--- config.mk ---
export PLATFORM = sky130hd
export DESIGN_NAME = bounded_list_engine
export DESIGN_NICKNAME = d
export VERILOG_FILES = /design/src/hdl/ble_pkg.sv /design/src/hdl/ble_ram.sv /design/src/hdl/bounded_list_engine.sv
export SDC_FILE = /design/constraint.sdc
export NUM_CORES = 2
export LEC_CHECK = 0
export ABC_AREA = 1
export BUFFER_PORTS_ARGS = -buffer_cell sky130_fd_sc_hd__buf_4
export CAP_MARGIN = 25
export CELL_PAD_IN_SITES_DETAIL_PLACEMENT = 2
export CELL_PAD_IN_SITES_GLOBAL_PLACEMENT = 2
export CORE_ASPECT_RATIO = 1.25
export CORE_MARGIN = 2
export CORE_UTILIZATION = 44
export CTS_BUF_LIST = sky130_fd_sc_hd__clkbuf_2 sky130_fd_sc_hd__clkbuf_4 sky130_fd_sc_hd__clkbuf_8
export CTS_CLUSTER_SIZE = 25
export DETAILED_ROUTE_END_ITERATION = 8
export PLACE_DENSITY = 0.88
export SLEW_MARGIN = 40
export SYNTH_ARGS = -nofsm -noshare
export SYNTH_HDL_FRONTEND = slang
export SYNTH_SLANG_ARGS = --single-unit
export TNS_END_PERCENT = 30
--- constraint.sdc ---
create_clock -name clk_i -period 5.8 [get_ports clk_i]
set_clock_uncertainty 0.05 [all_clocks]
set_input_delay 0.29 -clock clk_i [delete_from_list [all_inputs] [get_ports clk_i]]
set_output_delay 0.29 -clock clk_i [all_outputs]
set_load 0.05 [all_outputs]
--- src/hdl/ble_pkg.sv ---
// ----------------------------------------------------------------------------
// ble_pkg: shared definitions for the bounded list engine
// Request and result codes, field widths and the default list capacity.
// ----------------------------------------------------------------------------
`timescale 1ns / 1ps
`default_nettype none

package ble_pkg;

  // field widths
  localparam int DATA_W = 32;
  localparam int REQ_W  = 3;
  localparam int KIND_W = 3;

  // default number of list slots
  localparam int CAPACITY_DEF = 32;

  // request codes
  typedef enum logic [REQ_W-1:0] {
    REQ_INS_FRONT = 3'd0,
    REQ_INS_BACK  = 3'd1,
    REQ_REMOVE    = 3'd2,
    REQ_COUNT     = 3'd3,
    REQ_LIST      = 3'd4
  } req_e;

  // result kinds
  typedef enum logic [KIND_W-1:0] {
    KIND_ELEM     = 3'd0,
    KIND_COUNT    = 3'd1,
    KIND_NOTFOUND = 3'd2,
    KIND_END      = 3'd3,
    KIND_FULL     = 3'd4
  } kind_e;

endpackage

`default_nettype wire

--- src/hdl/ble_ram.sv ---
// ----------------------------------------------------------------------------
// ble_ram: element store of the bounded list engine
// Simple dual-port memory, one write and one read port, registered read
// data that updates only on a read enable.
// ----------------------------------------------------------------------------
`timescale 1ns / 1ps
`default_nettype none

module ble_ram #(
  parameter int DEPTH  = ble_pkg::CAPACITY_DEF,
  parameter int ADDR_W = (DEPTH > 1) ? $clog2(DEPTH) : 1
) (
  input  wire logic                       clk_i,
  input  wire logic                       we_i,
  input  wire logic [ADDR_W-1:0]          waddr_i,
  input  wire logic [ble_pkg::DATA_W-1:0] wdata_i,
  input  wire logic                       re_i,
  input  wire logic [ADDR_W-1:0]          raddr_i,
  output logic      [ble_pkg::DATA_W-1:0] rdata_o
);
  import ble_pkg::*;

  logic [DATA_W-1:0] mem [DEPTH];

  // write port
  always_ff @(posedge clk_i) begin
    if (we_i) begin
      mem[waddr_i] <= wdata_i;
    end
  end

  // read port, data held until the next read
  always_ff @(posedge clk_i) begin
    if (re_i) begin
      rdata_o <= mem[raddr_i];
    end
  end

endmodule

`default_nettype wire

--- src/hdl/bounded_list_engine.sv ---
// ----------------------------------------------------------------------------
// bounded_list_engine: ordered list of signed 32-bit values
// Insert front/back, remove first match, count and list, over a ring of
// slots held in one synchronous memory.
// ----------------------------------------------------------------------------
// The engine takes one request at a time. Inserts write the memory in the
// cycle they are taken; a count or a full flag passes through the pending
// register and then the output register. A remove reads the memory one slot
// per cycle from the front until it finds the value, then closes the gap
// with one read and one write per cycle. A listing sends one word per cycle
// while the sink keeps tready high, then the end marker. The single memory
// read port is walked in order. The last result may wait in the output
// register while the next request is taken.
`timescale 1ns / 1ps
`default_nettype none

module bounded_list_engine #(
  parameter int CAPACITY = ble_pkg::CAPACITY_DEF
) (
  input  wire logic                       clk_i,
  input  wire logic                       rst_ni,
  // request stream
  input  wire logic                       s_axis_tvalid,
  output logic                            s_axis_tready,
  input  wire logic [ble_pkg::DATA_W-1:0] s_axis_tdata,  // [31:0] value
  input  wire logic [ble_pkg::REQ_W-1:0]  s_axis_tuser,  // [2:0] req_type
  // result stream
  output logic                            m_axis_tvalid,
  input  wire logic                       m_axis_tready,
  output logic      [ble_pkg::DATA_W-1:0] m_axis_tdata,  // [31:0] out_data
  output logic      [ble_pkg::KIND_W-1:0] m_axis_tuser,  // [2:0] out_kind
  output logic                            m_axis_tlast   // last
);
  import ble_pkg::*;

  localparam int IDX_W = (CAPACITY > 1) ? $clog2(CAPACITY) : 1;
  localparam int CNT_W = $clog2(CAPACITY + 1);
  localparam logic [IDX_W-1:0] LAST_SLOT = IDX_W'(CAPACITY - 1);
  localparam logic [CNT_W-1:0] CAP_CNT   = CNT_W'(CAPACITY);
  localparam logic [CNT_W:0]   CAP_SUM   = (CNT_W + 1)'(CAPACITY);

  typedef enum logic [2:0] {
    ST_IDLE,
    ST_SEARCH,
    ST_SHIFT,
    ST_LIST,
    ST_EMIT
  } state_e;

  state_e            state_q, state_d;
  logic [IDX_W-1:0]  front_q, front_d;
  logic [CNT_W-1:0]  count_q, count_d;
  logic [CNT_W-1:0]  idx_q, idx_d;
  logic [IDX_W-1:0]  cur_slot_q, cur_slot_d;
  logic [IDX_W-1:0]  rd_slot_q, rd_slot_d;
  logic [DATA_W-1:0] val_q, val_d;
  kind_e             pend_kind_q, pend_kind_d;
  logic [DATA_W-1:0] pend_data_q, pend_data_d;
  logic              out_valid_q, out_valid_d;
  kind_e             out_kind_q, out_kind_d;
  logic [DATA_W-1:0] out_data_q, out_data_d;
  logic              out_last_q, out_last_d;

  logic              mem_we, mem_re;
  logic [IDX_W-1:0]  mem_waddr, mem_raddr;
  logic [DATA_W-1:0] mem_wdata, mem_rdata;

  logic              in_acc, out_free, full, shift_more;
  logic [CNT_W-1:0]  idx_next;
  logic [IDX_W-1:0]  front_dec, back_slot;
  logic [CNT_W:0]    back_sum;

  // element store
  ble_ram #(
    .DEPTH  (CAPACITY),
    .ADDR_W (IDX_W)
  ) u_ram (
    .clk_i   (clk_i),
    .we_i    (mem_we),
    .waddr_i (mem_waddr),
    .wdata_i (mem_wdata),
    .re_i    (mem_re),
    .raddr_i (mem_raddr),
    .rdata_o (mem_rdata)
  );

  // ring slot arithmetic
  function automatic logic [IDX_W-1:0] slot_inc(input logic [IDX_W-1:0] s);
    slot_inc = (s == LAST_SLOT) ? '0 : s + IDX_W'(1);
  endfunction

  assign front_dec = (front_q == '0) ? LAST_SLOT : front_q - IDX_W'(1);
  assign back_sum  = (CNT_W + 1)'(front_q) + (CNT_W + 1)'(count_q);
  assign back_slot = (back_sum >= CAP_SUM) ? IDX_W'(back_sum - CAP_SUM) : IDX_W'(back_sum);

  assign in_acc     = s_axis_tvalid && s_axis_tready;
  assign out_free   = !out_valid_q || m_axis_tready;
  assign full       = (count_q == CAP_CNT);
  assign idx_next   = idx_q + CNT_W'(1);
  assign shift_more = (idx_next < count_q);

  // next-state and datapath control
  always_comb begin
    state_d     = state_q;
    front_d     = front_q;
    count_d     = count_q;
    idx_d       = idx_q;
    cur_slot_d  = cur_slot_q;
    rd_slot_d   = rd_slot_q;
    val_d       = val_q;
    pend_kind_d = pend_kind_q;
    pend_data_d = pend_data_q;
    out_valid_d = out_valid_q && !m_axis_tready;
    out_kind_d  = out_kind_q;
    out_data_d  = out_data_q;
    out_last_d  = out_last_q;
    mem_we      = 1'b0;
    mem_waddr   = cur_slot_q;
    mem_wdata   = s_axis_tdata;
    mem_re      = 1'b0;
    mem_raddr   = rd_slot_q;
    s_axis_tready = 1'b0;

    case (state_q)
      ST_IDLE: begin
        s_axis_tready = 1'b1;
        mem_raddr     = front_q;
        if (in_acc) begin
          val_d = s_axis_tdata;
          case (req_e'(s_axis_tuser))
            REQ_INS_FRONT: begin
              if (full) begin
                pend_kind_d = KIND_FULL;
                pend_data_d = '0;
                state_d     = ST_EMIT;
              end else begin
                front_d   = front_dec;
                mem_we    = 1'b1;
                mem_waddr = front_dec;
                count_d   = count_q + CNT_W'(1);
              end
            end
            REQ_INS_BACK: begin
              if (full) begin
                pend_kind_d = KIND_FULL;
                pend_data_d = '0;
                state_d     = ST_EMIT;
              end else begin
                mem_we    = 1'b1;
                mem_waddr = back_slot;
                count_d   = count_q + CNT_W'(1);
              end
            end
            REQ_REMOVE: begin
              if (count_q == '0) begin
                pend_kind_d = KIND_NOTFOUND;
                pend_data_d = '0;
                state_d     = ST_EMIT;
              end else begin
                mem_re     = 1'b1;
                idx_d      = '0;
                cur_slot_d = front_q;
                rd_slot_d  = slot_inc(front_q);
                state_d    = ST_SEARCH;
              end
            end
            REQ_COUNT: begin
              pend_kind_d = KIND_COUNT;
              pend_data_d = DATA_W'(count_q);
              state_d     = ST_EMIT;
            end
            REQ_LIST: begin
              if (count_q == '0) begin
                pend_kind_d = KIND_END;
                pend_data_d = '0;
                state_d     = ST_EMIT;
              end else begin
                mem_re    = 1'b1;
                idx_d     = '0;
                rd_slot_d = slot_inc(front_q);
                state_d   = ST_LIST;
              end
            end
            default: begin
            end
          endcase
        end
      end

      // compare one slot per cycle while the next one is read
      ST_SEARCH: begin
        mem_re = 1'b1;
        if (mem_rdata == val_q) begin
          rd_slot_d = slot_inc(rd_slot_q);
          state_d   = ST_SHIFT;
        end else if (!shift_more) begin
          pend_kind_d = KIND_NOTFOUND;
          pend_data_d = '0;
          state_d     = ST_EMIT;
        end else begin
          idx_d      = idx_next;
          cur_slot_d = slot_inc(cur_slot_q);
          rd_slot_d  = slot_inc(rd_slot_q);
        end
      end

      // move each later element one slot toward the front
      ST_SHIFT: begin
        if (shift_more) begin
          mem_we     = 1'b1;
          mem_waddr  = cur_slot_q;
          mem_wdata  = mem_rdata;
          mem_re     = 1'b1;
          idx_d      = idx_next;
          cur_slot_d = slot_inc(cur_slot_q);
          rd_slot_d  = slot_inc(rd_slot_q);
        end else begin
          count_d = count_q - CNT_W'(1);
          state_d = ST_IDLE;
        end
      end

      // stream elements, read data held while the sink stalls
      ST_LIST: begin
        if (out_free) begin
          out_valid_d = 1'b1;
          out_kind_d  = KIND_ELEM;
          out_data_d  = mem_rdata;
          out_last_d  = 1'b0;
          if (!shift_more) begin
            pend_kind_d = KIND_END;
            pend_data_d = '0;
            state_d     = ST_EMIT;
          end else begin
            mem_re    = 1'b1;
            idx_d     = idx_next;
            rd_slot_d = slot_inc(rd_slot_q);
          end
        end
      end

      // closing word of a request
      ST_EMIT: begin
        if (out_free) begin
          out_valid_d = 1'b1;
          out_kind_d  = pend_kind_q;
          out_data_d  = pend_data_q;
          out_last_d  = 1'b1;
          state_d     = ST_IDLE;
        end
      end

      default: begin
        state_d = ST_IDLE;
      end
    endcase
  end

  // state and output registers
  always_ff @(posedge clk_i or negedge rst_ni) begin
    if (!rst_ni) begin
      state_q     <= ST_IDLE;
      front_q     <= '0;
      count_q     <= '0;
      idx_q       <= '0;
      cur_slot_q  <= '0;
      rd_slot_q   <= '0;
      val_q       <= '0;
      pend_kind_q <= KIND_END;
      pend_data_q <= '0;
      out_valid_q <= 1'b0;
      out_kind_q  <= KIND_ELEM;
      out_data_q  <= '0;
      out_last_q  <= 1'b0;
    end else begin
      state_q     <= state_d;
      front_q     <= front_d;
      count_q     <= count_d;
      idx_q       <= idx_d;
      cur_slot_q  <= cur_slot_d;
      rd_slot_q   <= rd_slot_d;
      val_q       <= val_d;
      pend_kind_q <= pend_kind_d;
      pend_data_q <= pend_data_d;
      out_valid_q <= out_valid_d;
      out_kind_q  <= out_kind_d;
      out_data_q  <= out_data_d;
      out_last_q  <= out_last_d;
    end
  end

  assign m_axis_tvalid = out_valid_q;
  assign m_axis_tuser  = out_kind_q;
  assign m_axis_tdata  = out_data_q;
  assign m_axis_tlast  = out_last_q;

`ifndef SYNTHESIS
  // element count stays within capacity
  a_count_range: assert property (@(posedge clk_i) disable iff (!rst_ni)
    count_q <= CAP_CNT)
    else $error("element count above capacity");

  // front position stays inside the ring
  a_front_range: assert property (@(posedge clk_i) disable iff (!rst_ni)
    front_q <= LAST_SLOT)
    else $error("front position outside ring");

  // an accepted insert into a list with room adds exactly one element
  a_insert_grows: assert property (@(posedge clk_i) disable iff (!rst_ni)
    (in_acc && !full &&
     (s_axis_tuser == REQ_INS_FRONT || s_axis_tuser == REQ_INS_BACK))
    |=> count_q == $past(count_q) + CNT_W'(1))
    else $error("insert did not grow the list");

  // finishing a compaction removes exactly one element
  a_remove_shrinks: assert property (@(posedge clk_i) disable iff (!rst_ni)
    (state_q == ST_SHIFT && !shift_more)
    |=> count_q == $past(count_q) - CNT_W'(1) && state_q == ST_IDLE)
    else $error("remove did not shrink the list");
`endif

endmodule

`default_nettype wire
After elaboration in Yosys (flattened, before gate mapping). Memories as Yosys holds them, arrays and structs flattened. A register that Yosys moved wholly into a read port is not among the register bits. Cells that the tools add are included.

Memories kept: 1. Output and inout bits: 38. Memory bits (writable): 1024. Input port bits: 39. Logic and storage cells: 173. Register bits after elaboration: 134.

Mux-type cells: 89. Equality and inequality tests: 31. Add/sub/neg operators: 9. Bitwise logic cells: 1. Reductions and logical operators: 27. $lt $le $gt $ge: 2.

Memories: u_ram.mem (words 32, width 32, rd ports 1, clocked after memory_dff 1, write ports 1, RTL line ble_ram.sv:23) `logic [DATA_W-1:0] mem [DEPTH];`.

Operators with widths (number): 32-bit two-way mux (10); 32-bit case mux with 3 select lines (2); 5-bit two-way mux (21); 32-bit case mux with 2 select lines (1); 6-bit two-way mux (10); 3-bit two-way mux (17); 32-bit equality test (1); 3-bit case mux with 4 select lines (2); 6-bit case mux with 4 select lines (1); 2-bit != test (second input constant) (11); 5-bit case mux with 4 select lines (1); 5-bit by 1-bit adder with 5-bit output (second input constant) (3); 5-bit equality test (second input constant) (3); 1-bit two-way mux (15); 3-bit case mux with 5 select lines (1); 5-bit case mux with 3 select lines (1); 5-bit AND reduction (3); 6-bit by 1-bit adder with 6-bit output (second input constant) (2); 3-bit by 2-bit equality test with 1-bit output (second input constant) (4); 3-bit != test (second input constant) (4); 6-bit case mux with 2 select lines (1); 6-bit AND reduction (2); 5-bit case mux with 2 select lines (1); 10-bit AND reduction (1); other kinds (30) (41).

Depth between registers and ports, before layout.
Depth in word-level cells: 7. Mapped depth: 19. Mapped depth without buffers: 18.

Cells and area by module. Synthesis repeated with hierarchy kept, for this count alone.

Cells, all modules: 4433. Area, all modules: 49378.6 um^2.

By module, submodules not included: ble_ram (sequential area each 31710.4 um^2, instances 1, cells each 3536, area each 42726.0 um^2); bounded_list_engine (sequential area each 2705.1 um^2, instances 1, cells each 897, area each 6652.6 um^2).

Least setup slack after synthesis. OpenSTA, ideal clock, no wires.

Kind: register -> register. Start point: reg idx_q[0]. End point: mem u_ram.mem[13][0], enable pin. Arrival time: 3.591 ns. Period minus slack after synthesis: 4.063 ns. Required time: 5.329 ns. Library setup time: 0.421 ns. Path buffers: 1. Path slack: 1.737 ns. Stages on the path, launching flop included: 17. Cells stage by stage: dfrtp_1 -> nand3_1 -> nand3b_1 -> xor2_1 -> inv_1 -> ha_1 -> nand2_1 -> inv_1 -> nor2_1 -> o21a_1 -> nand2_1 -> buf_2 -> inv_1 -> nand2_1 -> a21oi_1 -> nand2_1 -> nor2_1.

Word-level cells in the longest chain between the ends: 6.

Ends and longest elaborated chain: start: declaration (RTL line bounded_list_engine.sv:53) `logic [CNT_W-1:0] idx_q, idx_d;`; start signal: assignment (RTL line bounded_list_engine.sv:279) `idx_q <= idx_d;`; 6-bit by 1-bit adder with 6-bit output (RTL line bounded_list_engine.sv:99) `assign idx_next = idx_q + CNT_W'(1);`; 6-bit less-than comparator (RTL line bounded_list_engine.sv:100) `assign shift_more = (idx_next < count_q);`; 1-bit two-way mux (RTL line bounded_list_engine.sv:209) `if (shift_more) begin`; 1-bit case mux with 2 select lines (RTL line bounded_list_engine.sv:124) `case (state_q)`; 1-bit two-way mux (RTL line ble_ram.sv:27) `if (we_i) begin`; 1-bit two-way mux (implied by the code) (RTL line ble_ram.sv:28) `mem[waddr_i] <= wdata_i;`; end: declaration (RTL line ble_ram.sv:23).

No other way between the ends.

Worst setup path after layout.
Start point: reg idx_q[0]. End point: reg cur_slot_q[4].

Word-level cells in the longest chain between the ends: 5.

Ends and longest elaborated chain: 6-bit by 1-bit adder with 6-bit output * (RTL line bounded_list_engine.sv:99); 6-bit less-than comparator * (RTL line bounded_list_engine.sv:100); 5-bit two-way mux *; 5-bit two-way mux; 5-bit case mux with 3 select lines *; end signal: assignment (RTL line bounded_list_engine.sv:280) `cur_slot_q <= cur_slot_d;`; end: declaration (RTL line bounded_list_engine.sv:54) `logic [IDX_W-1:0] cur_slot_q, cur_slot_d;`.

Mark *: on every way between the ends. The rest lies on a longest branch, timed or not. The select of a mux whose other input is x is not followed. A chain may end at the register's enable or synchronous reset.

==> out/qor.yml <==
synth:
  ys_warn_count: 0
  syn-cell-area_mm2: 0.0502
  synth_top_area_cell: "edfxtp_1"
  yosys-top-cells-area: "edfxtp_1, nand2_1, dfrtp_1"
  yosys.area.top_type_share_pct: 63.1
  synthCells: 4747
  synth-compound-area-share_pct: 4.20
  synth_top_family_by_area: "simple AND/OR/NAND/NOR gates"
  synth_xor_area_share_pct: 0.593
  synth_area_per_cell_um2: 10.6
  yosys.area_share.adder_pct: 0.603
  synth_simple_gate_area_share_pct: 20.7
  synthMuxAreaShare_pct: 0.0224
  synth_fp_nets: 4809
  ys_ff_latch: 1164
  synthDistinctLibCells: 37
  ys_seq_area_share_pct: 68.5
clock_network:
  ctsResizeCount: 0
  clock-sinks: 1164
  post_cts.repair.setup_buffers: 0
  clock_latency_ns: 1.06
  cts_root_buf: "clkbuf_8"
  clk_path_buf_depth: 3
  cts_buffers: 182
  h-tree-depth: 4
  clk_pin_slew_worst_paths_ns: 0.09
  cts_tree: "built"
place:
  postPlaceCellArea_mm2: 0.0530
  gp_congestion: 0.834
  dpl.hpwl_um: 123000
  dp_slack_ns: 1.13
  dp.cells: 6150
  io_buffers: 76
finish:
  final.fill_count: 11200
  finalNonFillerCells: 6571
  multiInputGateArea_mm2: 0.0137
  drive_above_1_share_pct: 11.3
  regArea_mm2: 0.0344
  fin_nets: 5002
  area_growth_pct: 14.3
  final_area_mm2: 0.0574
detailed_routing:
  drt-met1-wl_um: 92400
  met3_length_um: 44300
  first_iter_violations: 8647
  drtAntennaViolNets: 0
  firstDrtPassIters: 8
  viasPerCell: 7.25
  wire_per_inst_um: 46.4
  num_vias: 47600
  top_layer_used: "met5"
  drc: 0
  route.met2.wl_um: 131000
  wirelength_um: 305000
floorplan:
  die_w_um: 306
  die_y_um: 382
  rows: 138
  fp.coreArea_mm2: 0.113
  dieArea_mm2: 0.117
  start_util_pct: 44.3
  ios: 77
timing:
  worst_pin_slew_ns: 2.75
  period_share_pct: 100
  slew_headroom_pct: -85.1
  setup_ws_ns: -0.0127
  max_freq_ghz: 0.172
  slew_viol_final: 9
  grt_setup_unrepaired: "false"
  post-route-min-period_ns: 5.81
  setup_violations: 1
  hold_viol: 0
  worst_hold_slack_ns: 0.0906
worst_setup_path:
  critical_path_required_ns: 6.48
  critPathLaunchType: "register"
  crit_arrival_ns: 6.49
  crit_type: "reg -> reg"
  cp_max_fo: 11
  crit_path_end_kind: "register"
grt:
  grt_max_degree: 130
  grt_usage_pct: 46.8
  first_global_vias: 48300
  antenna_found_initial: 42
  grt_pass1_wl_um: 384000
  overflow: 0
run:
  cap_viol_max_count: 3
status:
  status: "finished with violations"
  violations: "max-capacitance violations, max-slew violations, negative setup slack"
min_path:
  hold_class: "in -> reg"
==> area by class of cell <==
cell class                 count  area share (%)
tap                         1470            3.20
clock inverter                78           0.769
clock buffer                 245            5.22
inverter                     364            2.40
antenna                       22          0.0959
timing repair buffer         258            4.51
multi-input combinational   2970            23.8
sequential                  1164            60.0
==> routing by layer <==
metal	track usage, %	vias up
met3	16.0	2409
met5	0	-
met1	50.7	23100
met4	41.6	44
met2	72.7	5677
li1	-	16400
==> repair_timing <==
| action | 4_1_cts | 5_1_grt |
|---|---|---|
| hold buffers | 67 | 0 |
| endpoints found under the hold margin | 236 | 0 |
| endpoints found under the setup margin | 0 | 0 |
==> synth_stat cells (all sizes together) <==
library cell  count
a21oi            41
nand3           495
nor2            118
o22ai             5
a31oi             9
clkbuf           22
o2111ai           1
mux2              1
a211oi            2
nand3b            3
dfrtp           106
xnor2            23
buf             227
o21a              1
xor2             11
o21ai           115
nor3              3
nand2          1943
fa                2
inv             364
or2               6
o211ai          161
dfstp             2
nand4             9
ha               21
edfxtp         1056
==> flip-flops by register name, indices dropped and copies added (netlist names) <==
register       cells
u_ram.mem       1024
m_axis_tuser       3
state_q            3
cur_slot_q         5
rd_slot_q          5
idx_q              6
pend_data_q        6
m_axis_tdata      32
m_axis_tvalid      1
count_q            6
u_ram.rdata_o     32
val_q             32
m_axis_tlast       1
pend_kind_q        3
front_q            5
==> cells in the final DEF, fill, tap and decap left out, types with 11 or more instances in the layout <==
master / instances
nand2_1: 1935
edfxtp_1: 1056
nand3_1: 493
inv_1: 356
clkbuf_8: 185
o211ai_1: 161
buf_4: 151
dfrtp_1: 106
o21ai_0: 85
nor2_1: 81
dlygate4sd3_1: 66
clkbuf_4: 60
clkinv_1: 46
nor2_4: 34
buf_12: 23
diode_2: 22
xnor2_1: 22
a21oi_1: 21
ha_1: 21
clkinv_2: 18
a21oi_2: 17
xor2_1: 11
o21ai_4: 11
o21ai_1: 11
==> path summary, 6_finish.rpt <==
| kind | start | to | slack, ns | cells past startpoint |
|---|---|---|---|---|
| worst max-delay path | idx_q[0] | cur_slot_q[4] | -0.01 | 14 |
| worst min-delay path | s_axis_tuser[0] | state_q[1] | 0.09 | 6 |
| worst max register to register | idx_q[0] | cur_slot_q[4] | -0.01 | 14 |
| worst min register to register | val_q[4] | val_q[4] | 0.52 | 2 |
| max in group asynchronous | rst_ni | pend_data_q[0] | 4.54 | 4 |
| min in group asynchronous | rst_ni | val_q[15] | 0.44 | 4 |
==> metrics by stage <==
| stage | TNS, ns | utilization (%) |
|---|---|---|
| after floorplan | 0 | - |
| after global placement | 0 | 46.6 |
| after detailed placement | 0 | 46.8 |
| after CTS | 0 | 50.5 |
| after global routing | 0 | 50.6 |
| final | -0.0127 | 50.7 |
==> logic make-up (layout without fill, tap and decap cells) <==
logic type	after synthesis	count (layout)
flip-flops	1164	1164
AO/OA/AOI/OAI	335	335
XOR/XNOR	34	34
AND/OR/NAND/NOR	2577	2577
other	0	22
adder cells (fa/ha/maj)	23	23
multiplexers	1	1
buffers and inverters	613	945
==> critical path, stage by stage (launching register included) <==
cell and delay (ns):
dfrtp_1 0.51, nand3_1 0.22, nand3b_1 0.26, xor2_1 0.19, inv_1 0.12, ha_1 0.35
nand2_1 0.09, inv_1 0.05, nor2_1 0.17, o21a_1 0.26, nand2_1 0.09, buf_4 0.20
a21oi_1 0.17, nand3_1 0.48, o21ai_0 2.25
Power is left out: the tool's default activity adds up to more than one toggle a clock period on the data nets, which glitch-free logic cannot reach.
